<file path="src/rtl/rce_pkg.sv">
// Shared types, constant wiring tables and letter arithmetic for the rotor cipher engine.
// Used by rce_step_unit, rce_cell and rotor_cipher_letter_engine; depends on nothing else.
`default_nettype none

package rce_pkg;

  localparam int unsigned LETTERS   = 26;
  localparam int unsigned NUM_CELLS = 9;
  localparam int unsigned DATA_W    = 24;
  localparam int unsigned CFG_W     = 50;

  typedef logic [4:0] letter_t;

  typedef enum logic [2:0] {
    REG_ROTOR_ORDER = 3'd0,
    REG_REFLECTOR   = 3'd1,
    REG_RING        = 3'd2,
    REG_PLUG_LOW    = 3'd3,
    REG_PLUG_HIGH   = 3'd4
  } cfg_reg_e;

  typedef enum logic [1:0] {
    CELL_PLUG,
    CELL_FORWARD,
    CELL_REFLECT,
    CELL_INVERSE
  } cell_kind_e;

  typedef enum logic [1:0] {
    SLOT_LEFT,
    SLOT_MIDDLE,
    SLOT_RIGHT
  } slot_e;

  typedef struct packed {
    cell_kind_e kind;
    slot_e      slot;
  } cell_op_t;

  typedef struct packed {
    logic [8:0]  rotor_order;
    logic [1:0]  refl_code;
    logic [14:0] ring_settings;
    logic [49:0] plug_pairs_low;
    logic [49:0] plug_pairs_high;
  } cfg_t;

  // One item as it travels down the chain: the letter, the windows to report
  // and the wiring offset of each rotor.
  typedef struct packed {
    logic    encipher;
    letter_t letter;
    letter_t win_l;
    letter_t win_m;
    letter_t win_r;
    letter_t sh_l;
    letter_t sh_m;
    letter_t sh_r;
  } item_t;

  // Order of the substitution cells from entry to exit.
  localparam cell_op_t CELL_OPS [NUM_CELLS] = '{
    '{kind: CELL_PLUG,    slot: SLOT_RIGHT},
    '{kind: CELL_FORWARD, slot: SLOT_RIGHT},
    '{kind: CELL_FORWARD, slot: SLOT_MIDDLE},
    '{kind: CELL_FORWARD, slot: SLOT_LEFT},
    '{kind: CELL_REFLECT, slot: SLOT_LEFT},
    '{kind: CELL_INVERSE, slot: SLOT_LEFT},
    '{kind: CELL_INVERSE, slot: SLOT_MIDDLE},
    '{kind: CELL_INVERSE, slot: SLOT_RIGHT},
    '{kind: CELL_PLUG,    slot: SLOT_RIGHT}
  };

  // Wiring strings: the first character sits in the top byte.
  localparam logic [8*LETTERS-1:0] ROTOR_WIRING [5] = '{
    "EKMFLGDQVZNTOWYHXUSPAIBRCJ",
    "AJDKSIRUXBLHWTMCQGZNPYFVOE",
    "BDFHJLCPRTXVZNYEIWGAKMUSQO",
    "ESOVPZJAYQUIRHXLNFTGKDCMWB",
    "VZBRGITYUPSDNHLXAWMJQOFECK"
  };

  localparam logic [8*LETTERS-1:0] REFLECTOR_WIRING [3] = '{
    "EJMZALYXVBWFCRQUONTSPIKHGD",
    "YRUHQSLDPXNGOKMIEBFZCWVJAT",
    "FVPJIAOYEDRZXWGCTKUQSBNMHL"
  };

  localparam letter_t TURNOVER [5] = '{5'd16, 5'd4, 5'd21, 5'd9, 5'd25};

  function automatic letter_t sat25(input logic [4:0] v);
    return (v > 5'd25) ? 5'd25 : v;
  endfunction

  function automatic logic [2:0] wheel_sel(input logic [2:0] code);
    return (code > 3'd4) ? 3'd4 : code;
  endfunction

  function automatic logic [1:0] refl_sel(input logic [1:0] code);
    return (code > 2'd2) ? 2'd2 : code;
  endfunction

  function automatic letter_t add26(input letter_t a, input letter_t b);
    logic [5:0] s;
    s = {1'b0, a} + {1'b0, b};
    if (s >= 6'd26) begin
      s = s - 6'd26;
    end
    return s[4:0];
  endfunction

  // Wraps modulo 32 on the way; the true result is below 26 so it comes out exact.
  function automatic letter_t sub26(input letter_t a, input letter_t b);
    return (a >= b) ? (a - b) : (a + 5'd26 - b);
  endfunction

  function automatic letter_t wire_char(input logic [8*LETTERS-1:0] w, input letter_t i);
    logic [7:0] ch;
    ch = w[8*(LETTERS-1-int'(i)) +: 8];
    return letter_t'(ch - 8'd65);
  endfunction

  function automatic letter_t fwd_map(input logic [2:0] wheel, input letter_t c,
                                      input letter_t sh);
    return sub26(wire_char(ROTOR_WIRING[wheel], add26(c, sh)), sh);
  endfunction

  // Inverse wiring: a compare against every contact of the selected rotor.
  function automatic letter_t inv_map(input logic [2:0] wheel, input letter_t c,
                                      input letter_t sh);
    letter_t t;
    letter_t j;
    t = add26(c, sh);
    j = '0;
    for (int k = 0; k < LETTERS; k++) begin
      if (wire_char(ROTOR_WIRING[wheel], letter_t'(k)) == t) begin
        j = letter_t'(k);
      end
    end
    return sub26(j, sh);
  endfunction

  function automatic letter_t reflect(input logic [1:0] refl, input letter_t c);
    return wire_char(REFLECTOR_WIRING[refl], c);
  endfunction

  // Plugboard swap; the lowest-numbered usable pair holding the letter wins.
  function automatic letter_t plug_swap(input letter_t c, input logic [49:0] low,
                                        input logic [49:0] high);
    logic [99:0] pairs;
    letter_t     a;
    letter_t     b;
    letter_t     r;
    pairs = {high, low};
    r = c;
    for (int k = 9; k >= 0; k--) begin
      a = pairs[10*k +: 5];
      b = pairs[10*k+5 +: 5];
      if (a != b && a <= 5'd25 && b <= 5'd25) begin
        if (c == a) begin
          r = b;
        end else if (c == b) begin
          r = a;
        end
      end
    end
    return r;
  endfunction

endpackage

`default_nettype wire

</file>
<file path="src/rtl/rotor_cipher_letter_engine.sv">
// Top level of the three-rotor cipher letter engine: configuration registers, the
// stepping stage and the chain of substitution cells. Depends on rce_pkg, rce_step_unit, rce_cell.
//
// Usage:
//   Input items arrive on s_axis; tuser is the action (0 encipher, 1 load windows) and
//   tdata carries the letter and the three load positions. Each item yields exactly one
//   result item on m_axis: the cipher letter (0 for a load), a flag in tuser that marks a
//   cipher letter, and the three rotor windows after the item.
//   The item goes through the stepping stage and nine cells (plugboard, right, middle and
//   left rotors, reflector, the three rotors inverse, plugboard), one register each. One item
//   is accepted per cycle while m_axis does not stall; the stepping stage updates the windows
//   in the cycle of acceptance, so items follow each other without a gap.
//   When m_axis stalls, each stage holds its item and ready backs up stage by stage; empty
//   stages still fill, so up to ten items are held before s_axis_tready_o drops.
//   Reset empties the chain, sets all windows to A and loads rotors I, II, III, reflector B,
//   rings at A and no plug pairs. The user must write registers through cfg_we_i, cfg_idx_i and
//   cfg_wdata_i only with no item in flight (unenforced); an index past the last register is ignored.
`default_nettype none

module rotor_cipher_letter_engine (
  input  wire logic                        clk_i,
  input  wire logic                        rst_ni,
  input  wire logic                        cfg_we_i,
  input  wire logic [2:0]                  cfg_idx_i,
  input  wire logic [rce_pkg::CFG_W-1:0]   cfg_wdata_i,
  input  wire logic                        s_axis_tvalid_i,
  output logic                             s_axis_tready_o,
  // letter_in [4:0], set_left [9:5], set_middle [14:10], set_right [19:15], zero pad
  input  wire logic [rce_pkg::DATA_W-1:0]  s_axis_tdata_i,
  // action [0]
  input  wire logic                        s_axis_tuser_i,
  output logic                             m_axis_tvalid_o,
  input  wire logic                        m_axis_tready_i,
  // letter_out [4:0], left_window [9:5], middle_window [14:10], right_window [19:15], zero pad
  output logic [rce_pkg::DATA_W-1:0]       m_axis_tdata_o,
  // letter_valid [0]
  output logic                             m_axis_tuser_o
);

  rce_pkg::cfg_t  cfg_q;
  rce_pkg::item_t chain_item  [rce_pkg::NUM_CELLS+1];
  logic           chain_valid [rce_pkg::NUM_CELLS+1];
  logic           chain_ready [rce_pkg::NUM_CELLS+1];
  rce_pkg::item_t last_item;

  always_ff @(posedge clk_i or negedge rst_ni) begin
    if (!rst_ni) begin
      cfg_q.rotor_order     <= 9'd10;
      cfg_q.refl_code       <= 2'd1;
      cfg_q.ring_settings   <= '0;
      cfg_q.plug_pairs_low  <= '0;
      cfg_q.plug_pairs_high <= '0;
    end else if (cfg_we_i) begin
      case (rce_pkg::cfg_reg_e'(cfg_idx_i))
        rce_pkg::REG_ROTOR_ORDER: cfg_q.rotor_order     <= cfg_wdata_i[8:0];
        rce_pkg::REG_REFLECTOR:   cfg_q.refl_code       <= cfg_wdata_i[1:0];
        rce_pkg::REG_RING:        cfg_q.ring_settings   <= cfg_wdata_i[14:0];
        rce_pkg::REG_PLUG_LOW:    cfg_q.plug_pairs_low  <= cfg_wdata_i;
        rce_pkg::REG_PLUG_HIGH:   cfg_q.plug_pairs_high <= cfg_wdata_i;
        default: ;
      endcase
    end
  end

  rce_step_unit u_step (
    .clk_i        (clk_i),
    .rst_ni       (rst_ni),
    .cfg_i        (cfg_q),
    .in_valid_i   (s_axis_tvalid_i),
    .in_ready_o   (s_axis_tready_o),
    .action_i     (s_axis_tuser_i),
    .letter_i     (s_axis_tdata_i[4:0]),
    .set_left_i   (s_axis_tdata_i[9:5]),
    .set_middle_i (s_axis_tdata_i[14:10]),
    .set_right_i  (s_axis_tdata_i[19:15]),
    .out_valid_o  (chain_valid[0]),
    .out_ready_i  (chain_ready[0]),
    .out_item_o   (chain_item[0])
  );

  for (genvar k = 0; k < rce_pkg::NUM_CELLS; k++) begin : g_cell
    rce_cell u_cell (
      .clk_i       (clk_i),
      .rst_ni      (rst_ni),
      .op_i        (rce_pkg::CELL_OPS[k]),
      .cfg_i       (cfg_q),
      .in_valid_i  (chain_valid[k]),
      .in_ready_o  (chain_ready[k]),
      .in_item_i   (chain_item[k]),
      .out_valid_o (chain_valid[k+1]),
      .out_ready_i (chain_ready[k+1]),
      .out_item_o  (chain_item[k+1])
    );
  end

  assign chain_ready[rce_pkg::NUM_CELLS] = m_axis_tready_i;
  assign last_item                       = chain_item[rce_pkg::NUM_CELLS];

  assign m_axis_tvalid_o = chain_valid[rce_pkg::NUM_CELLS];
  assign m_axis_tuser_o  = last_item.encipher;
  // A load item reports letter A.
  assign m_axis_tdata_o  = {4'b0000, last_item.win_r, last_item.win_m, last_item.win_l,
                            last_item.encipher ? last_item.letter : 5'd0};

endmodule

`default_nettype wire

</file>
<file path="src/rtl/rce_step_unit.sv">
// Entry stage: rotor window state, stepping with the double step, window loads
// and the per-rotor wiring offsets. Depends on rce_pkg.
`default_nettype none

module rce_step_unit (
  input  wire logic            clk_i,
  input  wire logic            rst_ni,
  input  wire rce_pkg::cfg_t   cfg_i,
  input  wire logic            in_valid_i,
  output logic                 in_ready_o,
  input  wire logic            action_i,
  input  wire rce_pkg::letter_t letter_i,
  input  wire rce_pkg::letter_t set_left_i,
  input  wire rce_pkg::letter_t set_middle_i,
  input  wire rce_pkg::letter_t set_right_i,
  output logic                 out_valid_o,
  input  wire logic            out_ready_i,
  output rce_pkg::item_t       out_item_o
);

  rce_pkg::letter_t left_q, left_d;
  rce_pkg::letter_t middle_q, middle_d;
  rce_pkg::letter_t right_q, right_d;
  logic             valid_q, valid_d;
  rce_pkg::item_t   item_q, item_d;
  logic             accept;
  logic [2:0]       wheel_m, wheel_r;
  logic             mid_notch, right_notch;

  assign in_ready_o  = !valid_q || out_ready_i;
  assign accept      = in_valid_i && in_ready_o;
  assign out_valid_o = valid_q;
  assign out_item_o  = item_q;

  assign wheel_m     = rce_pkg::wheel_sel(cfg_i.rotor_order[5:3]);
  assign wheel_r     = rce_pkg::wheel_sel(cfg_i.rotor_order[2:0]);
  assign mid_notch   = (middle_q == rce_pkg::TURNOVER[wheel_m]);
  assign right_notch = (right_q == rce_pkg::TURNOVER[wheel_r]);

  always_comb begin
    left_d   = left_q;
    middle_d = middle_q;
    right_d  = right_q;
    if (accept) begin
      if (action_i) begin
        left_d   = rce_pkg::sat25(set_left_i);
        middle_d = rce_pkg::sat25(set_middle_i);
        right_d  = rce_pkg::sat25(set_right_i);
      end else begin
        // A middle rotor at its notch carries itself and the left rotor along.
        if (mid_notch) begin
          left_d   = rce_pkg::add26(left_q, 5'd1);
          middle_d = rce_pkg::add26(middle_q, 5'd1);
        end else if (right_notch) begin
          middle_d = rce_pkg::add26(middle_q, 5'd1);
        end
        right_d = rce_pkg::add26(right_q, 5'd1);
      end
    end

    valid_d = accept ? 1'b1 : (out_ready_i ? 1'b0 : valid_q);

    item_d.encipher = !action_i;
    item_d.letter   = rce_pkg::sat25(letter_i);
    item_d.win_l    = left_d;
    item_d.win_m    = middle_d;
    item_d.win_r    = right_d;
    item_d.sh_l     = rce_pkg::sub26(left_d, rce_pkg::sat25(cfg_i.ring_settings[14:10]));
    item_d.sh_m     = rce_pkg::sub26(middle_d, rce_pkg::sat25(cfg_i.ring_settings[9:5]));
    item_d.sh_r     = rce_pkg::sub26(right_d, rce_pkg::sat25(cfg_i.ring_settings[4:0]));
  end

  always_ff @(posedge clk_i or negedge rst_ni) begin
    if (!rst_ni) begin
      left_q   <= '0;
      middle_q <= '0;
      right_q  <= '0;
      valid_q  <= 1'b0;
    end else begin
      left_q   <= left_d;
      middle_q <= middle_d;
      right_q  <= right_d;
      valid_q  <= valid_d;
    end
  end

  always_ff @(posedge clk_i) begin
    if (accept) begin
      item_q <= item_d;
    end
  end

`ifndef SYNTHESIS
  a_window_range: assert property (@(posedge clk_i) disable iff (!rst_ni)
    left_q <= 5'd25 && middle_q <= 5'd25 && right_q <= 5'd25)
    else $error("rotor window out of range");

  a_right_steps: assert property (@(posedge clk_i) disable iff (!rst_ni)
    accept && !action_i |=> right_q == rce_pkg::add26($past(right_q), 5'd1))
    else $error("right rotor did not step on an encipher item");

  a_left_holds: assert property (@(posedge clk_i) disable iff (!rst_ni)
    accept && !action_i && !mid_notch |=> left_q == $past(left_q))
    else $error("left rotor moved without a middle turnover");

  a_idle_holds: assert property (@(posedge clk_i) disable iff (!rst_ni)
    !accept |=> $stable(left_q) && $stable(middle_q) && $stable(right_q))
    else $error("rotor windows changed without an item");
`endif

endmodule

`default_nettype wire

</file>
<file path="src/rtl/rce_cell.sv">
// One substitution cell of the letter chain: plugboard, rotor forward, reflector or
// rotor inverse, chosen by its operation input. Depends on rce_pkg.
`default_nettype none

module rce_cell (
  input  wire logic              clk_i,
  input  wire logic              rst_ni,
  input  wire rce_pkg::cell_op_t op_i,
  input  wire rce_pkg::cfg_t     cfg_i,
  input  wire logic              in_valid_i,
  output logic                   in_ready_o,
  input  wire rce_pkg::item_t    in_item_i,
  output logic                   out_valid_o,
  input  wire logic              out_ready_i,
  output rce_pkg::item_t         out_item_o
);

  logic             valid_q;
  rce_pkg::item_t   item_q, item_d;
  rce_pkg::letter_t shift;
  logic [2:0]       wheel;
  logic [1:0]       refl;
  logic             accept;

  assign in_ready_o  = !valid_q || out_ready_i;
  assign accept      = in_valid_i && in_ready_o;
  assign out_valid_o = valid_q;
  assign out_item_o  = item_q;
  assign refl        = rce_pkg::refl_sel(cfg_i.refl_code);

  always_comb begin
    case (op_i.slot)
      rce_pkg::SLOT_LEFT: begin
        shift = in_item_i.sh_l;
        wheel = rce_pkg::wheel_sel(cfg_i.rotor_order[8:6]);
      end
      rce_pkg::SLOT_MIDDLE: begin
        shift = in_item_i.sh_m;
        wheel = rce_pkg::wheel_sel(cfg_i.rotor_order[5:3]);
      end
      default: begin
        shift = in_item_i.sh_r;
        wheel = rce_pkg::wheel_sel(cfg_i.rotor_order[2:0]);
      end
    endcase

    item_d = in_item_i;
    case (op_i.kind)
      rce_pkg::CELL_PLUG: begin
        item_d.letter = rce_pkg::plug_swap(in_item_i.letter, cfg_i.plug_pairs_low,
                                           cfg_i.plug_pairs_high);
      end
      rce_pkg::CELL_FORWARD: begin
        item_d.letter = rce_pkg::fwd_map(wheel, in_item_i.letter, shift);
      end
      rce_pkg::CELL_REFLECT: begin
        item_d.letter = rce_pkg::reflect(refl, in_item_i.letter);
      end
      rce_pkg::CELL_INVERSE: begin
        item_d.letter = rce_pkg::inv_map(wheel, in_item_i.letter, shift);
      end
      default: begin
        item_d.letter = in_item_i.letter;
      end
    endcase
  end

  always_ff @(posedge clk_i or negedge rst_ni) begin
    if (!rst_ni) begin
      valid_q <= 1'b0;
    end else if (in_ready_o) begin
      valid_q <= in_valid_i;
    end
  end

  always_ff @(posedge clk_i) begin
    if (accept) begin
      item_q <= item_d;
    end
  end

endmodule

`default_nettype wire

</file>
<file path="config.mk">
export PLATFORM = sky130hd
export DESIGN_NAME = rotor_cipher_letter_engine
export DESIGN_NICKNAME = d
export VERILOG_FILES = /design/src/rtl/rce_pkg.sv /design/src/rtl/rotor_cipher_letter_engine.sv /design/src/rtl/rce_step_unit.sv /design/src/rtl/rce_cell.sv
export SDC_FILE = /design/constraint.sdc
export NUM_CORES = 2
export LEC_CHECK = 0
export BUFFER_PORTS_ARGS = -buffer_cell sky130_fd_sc_hd__buf_2
export CORE_AREA = 2 2 204 407
export CTS_BUF_LIST = sky130_fd_sc_hd__clkbuf_2 sky130_fd_sc_hd__clkbuf_4 sky130_fd_sc_hd__clkbuf_8
export CTS_CLUSTER_SIZE = 12
export DETAILED_ROUTE_END_ITERATION = 8
export DIE_AREA = 0 0 206 409
export PLACE_DENSITY = 0.77
export SYNTH_ARGS = -nofsm -noshare
export SYNTH_HDL_FRONTEND = slang
export SYNTH_SLANG_ARGS = --single-unit
</file>
<file path="constraint.sdc">
create_clock -name clk_i -period 9 [get_ports clk_i]
set_input_delay 1.8 -clock clk_i [delete_from_list [all_inputs] [get_ports clk_i]]
set_output_delay 1.8 -clock clk_i [all_outputs]
set_load 0.02 [all_outputs]
</file>
[Word level (Yosys, flattened, before mapping)]
Memory sizes are Yosys's and may differ from the RTL's.
Cells that the tools add are included.
Storage, ports and cells
  register bits: 466
  logic and storage cells: 660
  memories kept: 5
  output and inout port bits: 27
  bits in read-only memories: 5072
Cells by class
  reductions and logical operators: 58
  add/subtract/negate cells: 128
  bitwise logic cells: 4
  equal/unequal tests: 131
  $lt $le $gt $ge: 53
  muxes and demuxes: 188
  shifts and indexed selects: 4
Memories
  (no name shown): words 8, bits a word 208, read ports 1, clocked after memory_dff 0, wr ports 0, line rce_pkg.sv:125  | return sub26(wire_char(ROTOR_WIRING[wheel], add26(c, sh)), sh);
  (no name shown): words 8, bits a word 208, read ports 1, clocked after memory_dff 0, wr ports 0, line rce_pkg.sv:125
  (no name shown): words 8, bits a word 208, read ports 1, clocked after memory_dff 0, wr ports 0, line rce_pkg.sv:125
  (no name shown): words 8, bits a word 5, read ports 1, clocked after memory_dff 0, wr ports 0, line rce_step_unit.sv:37  | assign mid_notch = (middle_q == rce_pkg::TURNOVER[wheel_m]);
  (no name shown): words 8, bits a word 5, read ports 1, clocked after memory_dff 0, wr ports 0, line rce_step_unit.sv:38  | assign right_notch = (right_q == rce_pkg::TURNOVER[wheel_r]);
Operator list (number)
  $mux 208: 8
  $shiftx 208x33->5: 4
  $mux 5: 128
  $eq 5x5->1: 117
  $bmux 208 s2: 1
  $sub 5x1->5 const B: 79
  $le 5x5->1 const B: 20
  $mux 4: 24
  $sub 5x5->5: 18
  $ge 6x5->1 const B: 9
  $ne 5x5->1: 10
  $add 5x5->5 const B: 9
  $ge 5x5->1: 9
  $mux 3: 15
  $sub 5x5->5 const B: 9
  $add 5x5->6: 6
  $gt 5x5->1 const B: 7
  $logic_and 1x1->1: 30
  $sub 5x5->6 const A: 4
  $add 5x1->6 const B: 3
  $mux 2: 7
  $ge 4x4->1 const B: 3
  $not 3->4: 3
  $logic_not 1->1: 11
  other kinds (12): 32

[Longest topological paths before layout]
  depth after elaboration: 36
  depth in mapped cells: 33

[Cells and area by module]
From an unflattened synthesis, not the netlist that was laid out.
Second synthesis, totals
  cells, all modules: 13865
  area total of the unflattened synthesis: 104685.4 um^2
Modules (own cells, without submodules)
  rce_cell at g_cell[1].u_cell ...: cells an instance 1454, area an instance 10482.6 um^2, times used 6, sequential area each 1106.1 um^2
  rce_cell at g_cell[6].u_cell: cells an instance 1472, area an instance 10944.2 um^2, times used 1, sequential area each 1106.1 um^2
  rce_cell at g_cell[0].u_cell: cells an instance 1475, area an instance 10921.7 um^2, times used 1, sequential area each 1106.1 um^2
  rce_cell at g_cell[8].u_cell: cells an instance 1455, area an instance 10652.7 um^2, times used 1, sequential area each 1106.1 um^2
  rotor_cipher_letter_engine: cells an instance 281, area an instance 5026.1 um^2, times used 1, sequential area each 3156.8 um^2
  rce_step_unit: cells an instance 458, area an instance 4245.3 um^2, times used 1, sequential area each 1481.4 um^2

[Least setup slack after synthesis]
Ideal clock, no wire load.
  path type: reg2reg
  start: register g_cell[1].u_cell.item_q (netlist bit g_cell[1].u_cell.out_item_o[5])
  end: register g_cell[2].u_cell.item_q (netlist bit g_cell[2].u_cell.out_item_o[34]) (data pin)
  setup time: 259 ps
  data arrival time: 6095 ps
  stages on the path, launching flop included: 34
  setup slack: 2646 ps
  cells stage by stage: edfxtp_1 > ha_1 > fa_1 > clkbuf_1 > inv_1 > o2bb2ai_1 > nor2_1 > a211oi_2 > nor2_4 > inv_2 > buf_2 > buf_2 > ha_1 > clkinv_1 > mux2i_1 > o21ai_0 > a22o_1 > nand2_1 > a21oi_1 > a311oi_1 > a211oi_1 > inv_1 > ha_1 > xor2_1 > ha_1 > inv_1 > o21ai_0 > a31oi_1 > nor2_1 > o21ai_0 > nand2b_1 > o311ai_0 > o21ai_0 > xnor2_1
RTL lines
  from (decl): line rce_cell.sv:19  | rce_pkg::item_t item_q, item_d;
  from (signal assigned): line rce_cell.sv:78  | item_q <= item_d;
  to (signal assigned): line rce_cell.sv:78
  to (decl): line rce_cell.sv:19

==> results.toml <==
[status]
status = "completed"

[clock_tree]
cts.path.max_buffers = 3
cts_tree = "yes"
root_buffer = "clkbuf_8"
path_clk_slew_ns = 0.07
cts-resized-gates = 0
clk_latency_ns = 0.70
hold_buffers = 0
post_cts_buffers = 0
htreeDepth = 3
cts_sinks = 466
cts_buffers = 69

[drt]
drcViolationCount = 0
wl_per_cell_um = 24.47
ant_nets = 0
vias = 35320
via_per_inst = 6.505
drt_first_pass_iters = 6
totalWireLength_mm = 132.9
drt_iter0_markers = 2946

[yosys]
yosysSeqAreaShare_pct = 32.82
syn_inst = 4413
synth_top_cell_area_share_pct = 23.45
synth_xor_area_share_pct = 13.79
synth.area.top_cells = "edfxtp_1 (23%), dfrtp_1 (9.2%), xnor2_1 (9.1%)"
yosys-top-cells-count = "xnor2_1 (418), edfxtp_1 (315), nor2_1 (284)"
async_flop_share_pct = 32.40
synth_top_family_by_area = "compound AO/OA/AOI/OAI gates"
yosysWarningCount = 0
synth_cell_type_count = 121
avgSynthCellArea_um2 = 9.142
synth-edff-count = 315
synthFlopType = "edfxtp_1"
synth-adder-area-share_pct = 8.863
yosys.area_share.simple_pct = 14.20
synthMuxAreaShare_pct = 4.677
ys_seq_elements = 466
synth_area_leader_cell = "edfxtp_1"
synth-compound-area-share_pct = 19.81
yosysMostFrequentCell = "xnor2_1"
synth_area_um2 = 40340

[worst_setup_path]
crit_path_top_delay_cell = "fa_1"
crit_path_start_kind = "flop"
crit_path_end_kind = "flop"
crit_required_ns = 9.41
crit_top_cell = "ha_1"
critPathMaxFanout = 30
arrival_ns = 8.24
worstSetupPathType = "flop to flop"
max_stage_delay_ns = 0.87

[floorplanning]
dieHeight_um = 409
core_area_um2 = 81110
row_count = 148
die_w_um = 206
dieArea_um2 = 84250
initial_core_util_pct = 49.74
boundaryPins = 110

[final_layout]
nets = 4671
drive_gt1_share_pct = 12.00
syn2layout_area_growth_pct = 6.243

[sta]
rsz0062_at_grt = "false"
fin_crit_ns = 7.834
report.final.setup_viol = 0
setup_tns_ns = 0
tightest_slew_ns = 1.240
fin_crit_sh_pct = 87.04
max_freq_mhz = 127.7
final_max_slew_viol_count = 0
skew_ns = 0.05396
final_hold_viol_count = 0
slew_headroom_pct = 16.96

[global_route]
gr-total-overflow = 0
grt_pass1_vias = 34960
track_usage_pct = 31.21
grt_pass1_wl_mm = 200.4
antenna_found_initial = 6
grt_max_degree = 55

[flow_run]
maxCapViolCount = 0

[placed_design]
gp_congestion = 1.058
dp_hpwl_mm = 97.82
io_buffers = 101

[worst_hold_path]
hp-class = "flop to flop"
-- sequential cells by signal (all words and copies together) (netlist names) --
| signal | cells |
|---|---|
| u_step.out_item_o | 36 |
| u_step.out_valid_o | 1 |
| cfg_q | 126 |
| u_step.middle_q | 5 |
| g_cell.u_cell.out_valid_o | 9 |
| u_step.right_q | 5 |
| g_cell.u_cell.out_item_o | 279 |
| u_step.left_q | 5 |
-- cell families (layout without fill, tap and decap cells) --
family	after synthesis	in the layout
compound gates	1141	1141
xor+xnor	621	621
fa+ha+maj	266	266
buf+inv	586	546
flops	466	466
mux	162	162
other cells	1	8
simple gates	1170	1170
-- worst paths after layout --
kind	cells after the start	start	to	slack, ns
worst min-delay path	0	u_step.out_item_o[15]$_DFFE_PP_	g_cell[0].u_cell.out_item_o[15]$_DFFE_PP_	0.39
worst max-delay path	27	g_cell[2].u_cell.out_item_o[10]$_DFFE_PP_	g_cell[3].u_cell.out_item_o[34]$_DFFE_PP_	1.17
max in group asynchronous	3	rst_ni	cfg_q[75]$_DFFE_PN0P_	6.01
min in group asynchronous	1	rst_ni	cfg_q[96]$_DFFE_PN0P_	1.05
worst max register to register	27	g_cell[2].u_cell.out_item_o[10]$_DFFE_PP_	g_cell[3].u_cell.out_item_o[34]$_DFFE_PP_	1.17
worst min register to register	0	u_step.out_item_o[15]$_DFFE_PP_	g_cell[0].u_cell.out_item_o[15]$_DFFE_PP_	0.39
-- layout by cell type, fill, tap and decap left out, types with 100 or more instances in the layout --
master    count
edfxtp_1    315
buf_2       100
nand3_1     156
nor3_1      136
inv_1       210
nor2_1      284
nand2_1     258
ha_1        233
a21oi_1     197
xnor2_1     418
xor2_1      192
dfrtp_1     148
o21ai_0     214
mux2_2      121
-- worst max-delay path, delay by kind of cell, from the launching register on --
family / cells / cell delay (ns)
flip-flops: 1 / 0.42
buffers and inverters: 5 / 1.20
adder cells (fa/ha/maj): 5 / 2.17
AND/OR/NAND/NOR: 7 / 1.26
AO/OA/AOI/OAI: 6 / 0.98
multiplexers: 1 / 0.40
XOR/XNOR: 3 / 1.10
-- cell type report --
cell class / instances / area (um^2)
clock inverter: 29 / 275.3
fill: 7285 / 38240
clock buffer: 96 / 1196
timing repair buffer: 183 / 1127
sequential: 466 / 13240
inverter: 238 / 893.4
tap: 1050 / 1314
multi-input combinational: 3364 / 24810
antenna: 4 / 10.01
-- per-stage QoR --
stage               worst slack [ns]  hold WS, ns  std cells  cell area, um^2  utilization [%]
CTS                            1.437       0.4036       5426            42850            52.84
global placement               1.564       0.4004       5301            41380            51.02
finish                         1.166       0.3945       5430            42860            52.85
floorplan                      2.646       0.4003       4416            40360                -
global route                  0.7034       0.4115       5429            42860            52.84
detailed placement             1.443       0.4045       5301            41380            51.02
-- routing by layer --
layer  vias up  track usage, %  wire (um)
met2      1863           56.10      68050
met1     16800           29.82      41600
met5         -               0         11
met3       751           6.067       9607
met4         2           26.85      13620
li1      15910               -          -
Power is left out: the tool's default activity adds up to more than one toggle a clock period on the data nets, which glitch-free logic cannot reach.
